<file path="src/rtl/lfu_cache_table_core_assert.svh">
// Assertion macros used by the table top level.
`ifndef LFU_CACHE_TABLE_CORE_ASSERT_SVH
`define LFU_CACHE_TABLE_CORE_ASSERT_SVH

// Implication in the same cycle, clocked on clk, off during reset.
`define LCT_ASSERT_IMP(lbl, ante, cons) \
	lbl: assert property (@(posedge clk) disable iff (!arst_n) (ante) |-> (cons)) \
		else $error("lct assertion failed");

// Implication into the next cycle.
`define LCT_ASSERT_NXT(lbl, ante, cons) \
	lbl: assert property (@(posedge clk) disable iff (!arst_n) (ante) |=> (cons)) \
		else $error("lct assertion failed");

`endif

</file>
<file path="src/rtl/lct_pkg.sv">
// Types and constants of the LFU table.
package lct_pkg;

	localparam int unsigned SLOT_W  = 8;
	localparam int unsigned KEY_W   = 32;
	localparam int unsigned VAL_W   = 32;
	localparam int unsigned COUNT_W = 32;
	localparam int unsigned STAMP_W = 64;
	localparam int unsigned CAP_W   = 5;
	localparam int unsigned ADDR_W  = 3;
	localparam int unsigned DATA_W  = 32;

	localparam logic [ADDR_W-1:0] REG_CAPACITY_ADDR = 3'd0;
	localparam logic [CAP_W-1:0]  CAPACITY_RESET    = 5'd16;
	localparam logic              ACT_GET           = 1'b0;
	localparam logic              ACT_PUT           = 1'b1;
	localparam logic [COUNT_W-1:0] COUNT_MAX        = '1;

	typedef enum logic [2:0] {
		CMD_NONE,
		CMD_TOUCH,
		CMD_WRITE,
		CMD_EVICT,
		CMD_INSERT
	} cmd_kind_t;

	typedef struct packed {
		cmd_kind_t           kind;
		logic [SLOT_W-1:0]   slot;
		logic [KEY_W-1:0]    key;
		logic [VAL_W-1:0]    value;
		logic [STAMP_W-1:0]  stamp;
	} cmd_t;

	// Running search word handed from cell to cell.
	typedef struct packed {
		logic                hit;
		logic [SLOT_W-1:0]   hit_slot;
		logic [VAL_W-1:0]    hit_value;
		logic                free;
		logic [SLOT_W-1:0]   free_slot;
		logic                best;
		logic [SLOT_W-1:0]   best_slot;
		logic [COUNT_W-1:0]  best_count;
		logic [STAMP_W-1:0]  best_stamp;
	} chain_t;

endpackage

</file>
<file path="src/rtl/lct_cell.sv">
// One table entry with its stage of the search chain.
module lct_cell
	import lct_pkg::*;
#(
	parameter int unsigned IDX = 0
) (
	input  logic               clk,
	input  logic               arst_n,
	input  logic [KEY_W-1:0]   key,
	input  cmd_t               cmd,
	input  chain_t             chain_in,
	output chain_t             chain_out
);

	logic                valid_q;
	logic [KEY_W-1:0]    key_q;
	logic [VAL_W-1:0]    value_q;
	logic [COUNT_W-1:0]  count_q;
	logic [STAMP_W-1:0]  stamp_q;
	logic                sel;
	chain_t              nxt;

	assign sel = (cmd.slot == SLOT_W'(IDX));

	always_comb begin
		nxt = chain_in;
		if (valid_q && key_q == key && !chain_in.hit) begin
			nxt.hit       = 1'b1;
			nxt.hit_slot  = SLOT_W'(IDX);
			nxt.hit_value = value_q;
		end
		if (!valid_q && !chain_in.free) begin
			nxt.free      = 1'b1;
			nxt.free_slot = SLOT_W'(IDX);
		end
		// strict compare keeps the lower slot on a full tie
		if (valid_q && (!chain_in.best || count_q < chain_in.best_count ||
				(count_q == chain_in.best_count && stamp_q < chain_in.best_stamp))) begin
			nxt.best       = 1'b1;
			nxt.best_slot  = SLOT_W'(IDX);
			nxt.best_count = count_q;
			nxt.best_stamp = stamp_q;
		end
	end

	always_ff @(posedge clk or negedge arst_n) begin
		if (!arst_n) begin
			valid_q   <= 1'b0;
			chain_out <= '0;
		end else begin
			chain_out <= nxt;
			if (sel && cmd.kind == CMD_EVICT)
				valid_q <= 1'b0;
			else if (sel && cmd.kind == CMD_INSERT)
				valid_q <= 1'b1;
		end
	end

	always_ff @(posedge clk) begin
		if (sel) begin
			case (cmd.kind)
				CMD_TOUCH, CMD_WRITE: begin
					if (count_q != COUNT_MAX)
						count_q <= count_q + COUNT_W'(1);
					stamp_q <= cmd.stamp;
					if (cmd.kind == CMD_WRITE)
						value_q <= cmd.value;
				end
				CMD_INSERT: begin
					key_q   <= cmd.key;
					value_q <= cmd.value;
					count_q <= COUNT_W'(1);
					stamp_q <= cmd.stamp;
				end
				default: ;
			endcase
		end
	end

endmodule

</file>
<file path="config.mk">
export PLATFORM = sky130hd
export DESIGN_NAME = lct_cell
export DESIGN_NICKNAME = d
export VERILOG_FILES = /design/src/rtl/lfu_cache_table_core_assert.svh /design/src/rtl/lct_pkg.sv /design/src/rtl/lct_cell.sv
export SDC_FILE = /design/constraint.sdc
export NUM_CORES = 1
export LEC_CHECK = 0
export BUFFER_PORTS_ARGS = -buffer_cell sky130_fd_sc_hd__buf_2
export CAP_MARGIN = 20
export CORE_MARGIN = 2
export CORE_UTILIZATION = 30
export DETAILED_ROUTE_END_ITERATION = 7
export GPL_TIMING_DRIVEN = 0
export PLACE_DENSITY_LB_ADDON = 0.2
export SLEW_MARGIN = 20
export SYNTH_ARGS = -nofsm -noshare
export SYNTH_HDL_FRONTEND = slang
export SYNTH_SLANG_ARGS = --single-unit
export TNS_END_PERCENT = 50
</file>
<file path="constraint.sdc">
create_clock -name clk -period 10.47 [get_ports clk]
set_input_delay 0.5235 -clock clk [delete_from_list [all_inputs] [get_ports clk]]
set_output_delay 0.5235 -clock clk [all_outputs]
set_load 0.05 [all_outputs]
</file>
Yosys cells after proc, flatten, opt, wreduce, memory -nomap -nowiden
Index checks and enable logic that the tools add are counted.
{"block": "classes", "addsub": 1, "n_lt_le_gt_ge": 2, "eq_ne": 9, "n_mux": 9, "reduce_logical": 22}
{"op": "$pmux 32 s2", "n": 2}
{"op": "$mux 105", "n": 1}
{"op": "$eq 32x32->1", "n": 2}
{"op": "$lt 64x64->1", "n": 1}
{"op": "$mux 32", "n": 2}
{"op": "$mux 41", "n": 1}
{"op": "$add 32x1->32 const B", "n": 1}
{"op": "$lt 32x32->1", "n": 1}
{"op": "$ne 32x32->1 const B", "n": 1}
{"op": "$mux 9", "n": 1}
{"op": "$logic_not 8->1", "n": 1}
{"op": "$logic_and 1x1->1", "n": 7}
{"op": "$eq 3x2->1 const B", "n": 2}
{"op": "$reduce_and 3->1", "n": 2}
{"op": "$logic_not 1->1", "n": 4}
{"op": "$ne 2x2->1 const B", "n": 2}
{"op": "$reduce_and 2->1", "n": 2}
{"op": "$reduce_bool 2->1", "n": 2}
{"op": "$eq 3x1->1 const B", "n": 1}
{"op": "$eq 3x3->1 const B", "n": 1}
{"op": "$reduce_or 3->1", "n": 1}
{"op": "$logic_or 1x1->1", "n": 2}
{"op": "$mux 1", "n": 2}
{"op": "$reduce_or 2->1", "n": 1}
{"block": "word_totals", "ff_bits": 316, "in_bits": 328, "output_inout_bits": 155, "elab_cells": 57}

Longest topological paths before layout
Gate-level depths: netlist (run 1).
{"block": "logic_depth", "word_depth": 5, "ltp_mapped": 12, "depth_no_buf": 9}

Worst setup path after synthesis (run 1)
OpenSTA, ideal clock, no wires.
{"block": "synth_timing", "path_kind": "input -> register", "start": "in cmd[129] in the netlist's numbering", "end": "reg stamp_q[0], enable pin", "setup_time_ns": 0.487, "arrival_time_ns": 3.643, "required_ns": 9.983, "slack_ns": 6.340, "cell_stages": 3, "path_buffers": 0, "cell_sequence": "nor4_1 nand2_1 nor2_1"}
{"block": "synth_via", "elab_chain_len": 2}
{"element": "start: declaration", "line": "lct_cell.sv:10", "source": "input cmd_t cmd,"}
{"element": "$logic_not 8->1", "line": "lct_cell.sv:23", "source": "assign sel = (cmd.slot == SLOT_W'(IDX));"}
{"element": "$reduce_and 2->1 (no source line)"}
{"element": "end signal: assignment", "line": "lct_cell.sv:65", "source": "stamp_q <= cmd.stamp;"}
{"element": "end signal: assignment", "line": "lct_cell.sv:73", "source": "stamp_q <= cmd.stamp;"}
{"element": "end: declaration", "line": "lct_cell.sv:19", "source": "logic [STAMP_W-1:0] stamp_q;"}
No other way between the ends.
A chain may end at the register's enable or synchronous reset.

==> flow_summary.yaml, run 1 <==
die:
  die_width_um: 240
  ios: 483
  initial_utilization_pct: 30.3
  std_cell_rows: 86
  die_h_um: 240
  core_area_mm2: 0.0550
  die_area_mm2: 0.0574
yosys:
  yosys_warnings: 0
  yosys_most_used_dff: "edfxtp_1"
  syn_nets: 1932
  synth.most_common_cell: "edfxtp_1"
  synth-seq-area-share_pct: 52.3
  ys_types: 54
  yosysTopAreaCellShare_pct: 28.9
  synth_top_cell_by_area: "edfxtp_1"
  synth-seq-cells: 316
  async_flop_share_pct: 49.4
  yosys-top-cells-area: "edfxtp_1 29%, dfrtp_1 23%, ha_1 7.2%, o32ai_1 5.1%, nand4_1 5.0%"
  ys_top_cells_by_count: "160 x edfxtp_1, 156 x dfrtp_1, 133 x nand4_1"
  synth_edf_count: 160
  synth_area_mm2: 0.0166
  syn_avg_cell_area_um2: 11.0
  netlist_instances: 1508
drt:
  routed_via_density: 5.40
  wirelength_um: 62900
  detail-route-antenna-nets: 0
  route.detailed.drc: 0
  post_drt_wl_per_cell_um: 22.2
  drt-pass1-iter-count: 5
  dr_total_vias: 15261
  drt_iter0_drc: 1336
sta:
  slew_viol_final: 0
  report.final.setup_viol: 0
  period_share_pct: 46.7
  fin_ws_ns: 5.58
  tns_ns: 0
  period_minus_slack_ns: 4.89
  hold_viol_final: 0
  worst_pin_slew_ns: 0.976
  rsz0062_at_grt: "false"
  slew_headroom_pct: 34.3
  skew_ns: 0.0129
  fmax_mhz: 205
global_route:
  antenna_found_initial: 28
  track_usage_pct: 21.2
  grt_max_degree: 81
  grt_pass1_wl_um: 92700
  overflow: 0
  grt_pass1_vias: 15366
final_layout:
  nNetsFinal: 2464
  n_fill_cell: 5417
  final_cell_area_mm2: 0.0215
  drive_above_1_share_pct: 30.5
  syn_to_final_growth_pct: 29.1
setup_path:
  crit_type: "register to register"
  cp_max_fo: 10
  reg2regPathDepth: 9
  crit_required_ns: 10.87
  rr_endpoint: "chain_out[93]$_DFF_PN0_"
  crit_path_end_kind: "register"
  start_kind: "register"
  reg2reg_slack_ns: 5.58
  r2r_start: "count_q[29]$_SDFFCE_PN0P_"
  cp.arrival_ns: 5.29
hold_path:
  hold_path.class: "input pin to register"
  hp-start: "cmd[3]"
  worstHoldPathCells: 1
  hold_end: "stamp_q[3]$_DFFE_PP_"
clock_tree:
  clk_latency_ns: 0.56
  hold_buffers: 1
  cts_max_path_buffers: 3
  cts_setup_buffers: 0
  cts_root_buf: "clkbuf_16"
  cts_buffers: 38
  cts_num_sinks: 316
  cts_resized: 0
  cts_tree: "yes"
  clkTransAtPathRegs_ns: 0.07
  htreeDepth: 2
outcome:
  status: "finished clean"
place:
  gp_congestion: 0.867
  dp_hpwl_um: 47000
  dp_slack_ns: 5.36
  placedInstanceArea_mm2: 0.0202
  port_buffers: 482
power:
  power.leakage_nw: 9.15
  power_switching_w: 0.000812
  p_comb_share_pct: 11.8
  p_int_w: 0.00226
  vdd_ir_drop_max_mv: 0.0865
  powerDensity_mw_per_mm2: 143
  power_frac_seq_pct: 43.7
  swShare_pct: 26.4
  clkPwrFrac_pct: 44.5
job:
  maxCapViolations: 0
[worst max-delay path by stage]
| stage | start | end | slack (ns) | cells past startpoint |
|---|---|---|---|---|
| 5_1_grt | count_q[29]$_SDFFCE_PN0P_ | chain_out[93]$_DFF_PN0_ | 5.30 | 9 |
| 3_3_place_gp | cmd[133] | stamp_q[27]$_DFFE_PP_ | 4.47 | 4 |
| 4_1_cts | count_q[29]$_SDFFCE_PN0P_ | chain_out[95]$_DFF_PN0_ | 5.54 | 9 |
| 2_1_floorplan | cmd[129] | stamp_q[0]$_DFFE_PP_ | 6.34 | 3 |
| 3_5_place_dp | chain_in[93] | chain_out[90]$_DFF_PN0_ | 5.36 | 11 |
| 6_report | count_q[29]$_SDFFCE_PN0P_ | chain_out[93]$_DFF_PN0_ | 5.58 | 9 |
[layout by cell type, fill, tap and decap left out, types with 36 or more instances in the layout]
cell type and instances:
buf_2 509, edfxtp_1 160, dfrtp_1 156, nand4_1 133
nand2_1 130, inv_1 104, o32ai_1 96, a31oi_1 96
ha_1 96, clkbuf_1 94, o311ai_0 62, nor2_1 46
clkbuf_16 41, xnor2_1 36
[routing by layer]
metal	up-vias	GRT usage [%]	part of all wire, %
li1	6945	-	-
met1	7362	26.3	41
met2	759	34.8	47
met3	159	6.68	9.2
met4	36	7.35	3.2
met5	-	0	0.40
[power by group through the flow]
stage                     logic [W]  registers [W]  clock network, W
after floorplan            0.000102        0.00147                 0
after global placement     0.000354        0.00137                 0
after detailed placement   0.000362        0.00137                 0
after CTS                  0.000364        0.00134           0.00140
after global routing       0.000390        0.00135           0.00145
final                      0.000363        0.00134           0.00137
[cell families after synthesis]
group           after synthesis  share of synthesized area [%]
compound gates              376                           17.1
xor+xnor                     62                           3.26
fa+ha+maj                    96                           7.22
buf+inv                     232                           5.74
flops                       316                           52.3
mux                          32                           2.17
simple gates                394                           12.2
[area by class of cell]
class                      count  area (um^2)  area share, %
clock inverter                18          190          0.885
tap                          748          936           4.36
clock buffer                  51         1080           5.04
sequential                   316         8710           40.5
inverter                     104          390           1.82
buffer                       128          566           2.63
antenna                       10         25.0          0.116
timing repair buffer         492         2580           12.0
multi-input combinational    960         7010           32.6
[sequential cells by signal, summed over array words and instances (netlist names)]
name / cells
count_q: 32
value_q: 32
stamp_q: 64
chain_out: 155
key_q: 32
valid_q: 1
[stage by stage]
step	utilization, %	hold slack, ns	instances	power, W
after floorplan	-	0.228	1508	0.00157
after global placement	36.4	0.458	2738	0.00172
after detailed placement	36.7	0.464	2747	0.00173
after global routing	39.1	0.106	2822	0.00318
final	39.1	0.134	2827	0.00307
after CTS	39.0	0.0946	2817	0.00311
[critical path, stage by stage, from the launching register on]
cell and delay, ns:
edfxtp_1 0.50, ha_1 0.37, nand4_1 0.17, nor4_1 0.88, o21ai_0 0.28, a31oi_2 0.72, nor2_1 0.45, clkbuf_1 0.46
clkbuf_1 0.35, o311ai_1 0.53
Power figures use the tool's default switching activity.
==> run 2: changes to the inputs <==
- ABC_AREA: not set -> 1
- clock period: 10.47 -> 4.7 ns (I/O delays scaled with it)
==> flow_summary.yaml, run 2 <==
final_layout:
  largest_reg_flops: 155
  top_register: "chain_out"
  final_cell_area_mm2: 0.0223
  nNetsFinal: 2718
  syn_to_final_growth_pct: 51.4
  final_cell_mix: "502 x buf_2, 400 x nand2_1, 284 x dlygate4sd3_1"
  drive_above_1_share_pct: 26.1
  reg_top3: "chain_out: 155 flops, stamp_q: 64 flops"
  final_common_cell: "buf_2"
global_route:
  grt_max_degree: 81
  antenna_found_initial: 8
  grt_pass1_vias: 13785
  overflow: 0
  track_usage_pct: 19.5
  grt_pass1_wl_um: 75700
die:
  die_width_um: 225
  core_area_mm2: 0.0486
  die_h_um: 225
  ios: 483
  initial_utilization_pct: 30.2
  std_cell_rows: 81
  die_area_mm2: 0.0508
yosys:
  syn_avg_cell_area_um2: 9.94
  yosysTopAreaCellShare_pct: 32.7
  synth_compound_area_share_pct: 4.99
  synth_xor_area_share_pct: 0.775
  ys_top_cells_by_count: "401 x nand2_1, 192 x inv_1, 160 x edfxtp_1"
  yosys-top-cells-area: "edfxtp_1 33%, dfrtp_1 27%, nand2_1 10%, ha_1 8.2%, inv_1 4.9%"
  synth_mux_area_share_pct: 0
  synth-seq-cells: 316
  yosys_most_used_dff: "edfxtp_1"
  synth_fa_ha_area_share_pct: 8.17
  synth-simple-area-share_pct: 19.9
  async_flop_share_pct: 49.4
  ys_types: 42
  synth_top_family_by_area: "simple AND/OR/NAND/NOR gates"
  netlist_instances: 1479
  synth_area_mm2: 0.0147
  synth.most_common_cell: "nand2_1"
  syn_nets: 1903
  yosys_warnings: 0
  synth_top_cell_by_area: "edfxtp_1"
  synth_edf_count: 160
  synth-seq-area-share_pct: 59.2
sta:
  skew_ns: 0.0129
  rsz0062_at_grt: "false"
  fmax_mhz: 314
  period_minus_slack_ns: 3.19
  tns_ns: 0
  whs_ns: 0.0909
  slew_headroom_pct: 32.2
  period_share_pct: 67.8
  fin_ws_ns: 1.51
  report.final.setup_viol: 0
  slew_viol_final: 0
  worst_pin_slew_ns: 1.02
  hold_viol_final: 0
power:
  power.leakage_nw: 11.0
  vdd_ir_drop_max_mv: 0.264
  powerDensity_mw_per_mm2: 323
  finalPower_w: 0.00720
setup_path:
  cp.arrival_ns: 3.66
  start_kind: "register"
  worst_path_most_repeated_cell: "nand2_1"
  crit_path_end_kind: "register"
  cp_max_fo: 10
  crit_type: "register to register"
  cp_slowest_cell: "edfxtp_1"
  crit_required_ns: 5.17
  crit_path_max_incr_delay_ns: 0.53
  path_cells: "ha_1 > nand3_1 > nor2_1 > nand4_1 > inv_1 > nand2_1 > a21oi_1 > nand2_2 > nand2_2 > buf_6 > buf_6 > nand2_1 > nand2_1"
drt:
  dr_total_vias: 13303
  detail-route-antenna-nets: 0
  drt-pass1-iter-count: 5
  route.detailed.drc: 0
  drt_iter0_drc: 687
  wirelength_um: 50100
  routed_via_density: 4.51
  post_drt_wl_per_cell_um: 17.0
clock_tree:
  cts_num_sinks: 316
  cts_root_buf: "clkbuf_16"
  cts_max_path_buffers: 3
  cts_buffers: 40
  htreeDepth: 2
  clkTransAtPathRegs_ns: 0.06
  clk_latency_ns: 0.55
  cts_tree: "yes"
  cts_resized: 0
place:
  dp_slack_ns: 1.31
  dp_hpwl_um: 37400
  port_buffers: 482
  gp_congestion: 0.862
  placedInstanceArea_mm2: 0.0180
hold_path:
  hold_path.class: "input pin to register"
job:
  maxCapViolations: 0
outcome:
  status: "finished clean"
run 2: cell types whose count changed after synthesis, moves of 62 or more:
cell	change
nand2_1	+271
nand3_1	+103
o32ai_1	-96
a31oi_1	-93
inv_1	+88
nand4_1	-83
clkbuf_1	-77
o311ai_0	-62
run 2: per-layer routing:
metal | vias to the layer above | wire [um] | GRT usage, % | share of wire (%)
met1 | 6174 | 20000 | 22.5 | 40
met2 | 450 | 24900 | 34.6 | 50
met3 | 106 | 3480 | 4.84 | 7.0
met5 | - | 53 | 0 | 0.11
li1 | 6565 | - | - | -
met4 | 8 | 1660 | 7.56 | 3.3
run 2: what timing repair did:
action,CTS,global route
hold endpoints to repair,362,0
buffers inserted,0,0
hold buffers,284,0
run 2: stage by stage:
step / cells / utilization, %
after CTS: 2946 / 45.7
after floorplan: 1479 / -
after detailed placement: 2590 / 37.1
after global routing: 2949 / 45.8
after global placement: 2583 / 36.8
final: 2949 / 45.8
run 2: power breakdown:
group | total (W) | switching [W] | internal (W)
Combinational | 0.000978 | 0.000580 | 0.000398
Clock | 0.00322 | 0.00123 | 0.00200
Sequential | 0.00300 | 0.0000194 | 0.00298
Total | 0.00720 | 0.00183 | 0.00537
run 2: final timing paths:
check	startpoint	to	slack [ns]	cells past startpoint
worst max register to register	count_q[29]$_SDFFCE_PN0P_	chain_out[66]$_DFF_PN0_	1.51	13
worst max-delay path	count_q[29]$_SDFFCE_PN0P_	chain_out[66]$_DFF_PN0_	1.51	13
worst min-delay path	cmd[137]	valid_q$_DFFE_PN0P_	0.09	4
worst min register to register	value_q[25]$_DFFE_PP_	chain_out[139]$_DFF_PN0_	0.50	2
min in group asynchronous	arst_n	chain_out[92]$_DFF_PN0_	0.23	2
max in group asynchronous	arst_n	chain_out[24]$_DFF_PN0_	3.62	3
run 2: critical path: cells and delay by family (launching register included):
family	cells	cell delay [ns]
flops	1	0.53
simple gates	8	1.30
compound gates	1	0.38
fa+ha+maj	1	0.36
buf+inv	3	0.52
run 2: cells by family (layout without fill, tap and decap cells):
kind of cell	Yosys count	after routing
AND/OR/NAND/NOR	678	678
flip-flops	316	316
buffers and inverters	245	1090
AO/OA/AOI/OAI	131	131
adder cells (fa/ha/maj)	96	96
XOR/XNOR	13	13
other	0	3
run 2: layout make-up:
type	instances	area, um^2
Timing Repair Buffer	773	5370
Clock buffer	54	1160
Tap cell	622	778
Sequential cell	316	8710
Clock inverter	18	221
Inverter	195	732
Antenna cell	3	7.51
Multi-Input combinational cell	918	5000
Buffer	50	282
Fill cell	4594	26400
==> run 3: changes to the inputs <==
- clock period: 4.7 -> 2.6 ns (I/O delays scaled with it)
==> flow_summary.yaml, run 3 (synthesis results as in run 2) <==
outcome:
  status: "finished clean"
setup_path:
  crit_path_end_kind: "register"
  cp_slowest_cell: "edfxtp_1"
  crit_path_max_incr_delay_ns: 0.45
  path_cells: "ha_4 > nand2_1 > inv_2 > nand3_4 > nor2_4 > nand4_1 > buf_4 > nor2_2 > nand3_1 > nor2_2 > nand2_2 > nand2_4 > nand2_8 > clkbuf_16 > clkbuf_16 > nand2_1 > nand2_1"
  cp.arrival_ns: 3.00
  cp_max_fo: 6
  reg2regPathDepth: 17
  worst_path_most_repeated_cell: "nand2_1"
  crit_required_ns: 3.03
  crit_type: "register to register"
  start_kind: "register"
power:
  p_comb_share_pct: 14.9
  powerDensity_mw_per_mm2: 549
  finalPower_w: 0.0127
  power_frac_seq_pct: 42.7
  power_switching_w: 0.00327
  vdd_ir_drop_max_mv: 0.485
  swShare_pct: 25.7
  power.leakage_nw: 11.3
  p_int_w: 0.00943
  clkPwrFrac_pct: 42.5
drt:
  drt_iter0_drc: 650
  drt-pass1-iter-count: 5
  wirelength_um: 51200
  routed_via_density: 4.54
  route.detailed.drc: 0
  detail-route-antenna-nets: 0
  dr_total_vias: 13543
  post_drt_wl_per_cell_um: 17.2
final_layout:
  final_common_cell: "buf_2"
  syn_to_final_growth_pct: 57.3
  final_cell_mix: "493 x buf_2, 335 x nand2_1, 285 x dlygate4sd3_1"
  final_cell_area_mm2: 0.0231
  nNetsFinal: 2751
  fin_cells: 2983
  reg_top3: "chain_out: 155 flops, stamp_q: 64 flops"
  multi_input_area_mm2: 0.00550
  n_fill_cell: 4532
  final-seq-area_mm2: 0.00871
  drive_above_1_share_pct: 30.4
  largest_reg_flops: 155
  top_register: "chain_out"
die:
  die_width_um: 225
  std_cell_rows: 81
  ios: 483
  core_area_mm2: 0.0486
  die_h_um: 225
  initial_utilization_pct: 30.2
  die_area_mm2: 0.0508
clock_tree:
  cts_root_buf: "clkbuf_16"
  clk_latency_ns: 0.55
  cts_tree: "yes"
  cts_buffers: 38
  htreeDepth: 2
  cts_num_sinks: 316
  cts_max_path_buffers: 3
  clkTransAtPathRegs_ns: 0.06
sta:
  worst_pin_slew_ns: 0.956
  tns_ns: 0
  report.final.setup_viol: 0
  period_share_pct: 98.8
  fin_ws_ns: 0.0323
  period_minus_slack_ns: 2.57
  hold_viol_final: 0
  slew_viol_final: 0
  slew_headroom_pct: 36.0
  rsz0062_at_grt: "true"
  skew_ns: 0.0170
  fmax_mhz: 389
place:
  post-place-cells: 2587
  placedInstanceArea_mm2: 0.0180
  dp_hpwl_um: 37200
  dp_slack_ns: -0.799
  port_buffers: 482
  gp_congestion: 0.861
global_route:
  grt_max_degree: 81
  overflow: 0
  grt_pass1_vias: 14145
  antenna_found_initial: 9
  grt_pass1_wl_um: 76000
  track_usage_pct: 19.6
hold_path:
  hold_path.class: "input pin to register"
  worstHoldPathCells: 4
job:
  maxCapViolations: 0
==> run 3: cell count changes in the layout (fill, tap and decap cells not counted), sizes merged <==
cell / delta
buf: +31
clkbuf: +3
clkinv: -3
bufinv: -2
diode: +2
dlygate4sd3: +1
inv: +1
nand2: +1
==> run 3: critical path: cells and delay by family, from the launching register on <==
| family | cells | cell delay, ns |
|---|---|---|
| buffers and inverters | 4 | 0.62 |
| DFF | 1 | 0.45 |
| adders and majority gates | 1 | 0.30 |
| and+or+nand+nor | 12 | 1.09 |
==> run 3: power by group through the flow <==
stage	Sequential (W)	Clock, W	Combinational, W
4_1_cts	0.00542	0.00558	0.00184
3_5_place_dp	0.00551	0	0.00142
3_3_place_gp	0.00551	0	0.00140
5_1_grt	0.00543	0.00574	0.00204
2_1_floorplan	0.00594	0	0.000375
6_report	0.00542	0.00539	0.00189
==> run 3: stage by stage <==
step | utilization (%) | hold WS, ns
4_1_cts | 46.4 | 0.0524
2_1_floorplan | - | -0.166
6_report | 47.5 | 0.104
3_5_place_dp | 37.0 | 0.163
5_1_grt | 47.5 | 0.101
3_3_place_gp | 36.8 | 0.307
==> run 3: final cells by class <==
cell class | count | share of cell area (%)
sequential | 316 | 37.7
timing repair buffer | 809 | 24.9
multi-input combinational | 919 | 23.8
clock buffer | 55 | 4.79
tap | 622 | 3.37
inverter | 195 | 3.17
buffer | 48 | 1.59
clock inverter | 14 | 0.644
antenna | 5 | 0.0541
==> run 3: final timing paths <==
check                                           endpoint  slack, ns                       from
min in group asynchronous        chain_out[91]$_DFF_PN0_       0.13                     arst_n
worst max register to register   chain_out[63]$_DFF_PN0_       0.03  count_q[31]$_SDFFCE_PN0P_
worst max-delay path             chain_out[63]$_DFF_PN0_       0.03  count_q[31]$_SDFFCE_PN0P_
worst min-delay path            chain_out[115]$_DFF_PN0_       0.10              chain_in[154]
worst min register to register  chain_out[134]$_DFF_PN0_       0.49      value_q[20]$_DFFE_PP_
max in group asynchronous        chain_out[48]$_DFF_PN0_       1.60                     arst_n
==> run 3: per-layer routing <==
metal  track usage, %  up-vias  share of wire [%]
met5                0        -               0.13
met4             8.61       10                3.5
li1                 -     6638                  -
met3             4.93      111                6.7
met1             23.1     6324                 41
met2             33.8      460                 49
==> run 3: what timing repair did <==
action / CTS / global route
pin swaps: 8 / 17
hold buffers: 285 / 0
resized for setup: 62 / 95
hold endpoints to repair: 359 / 0
endpoints found under the setup margin: 176 / 159
cloned: 3 / 3
buffers inserted: 22 / 10
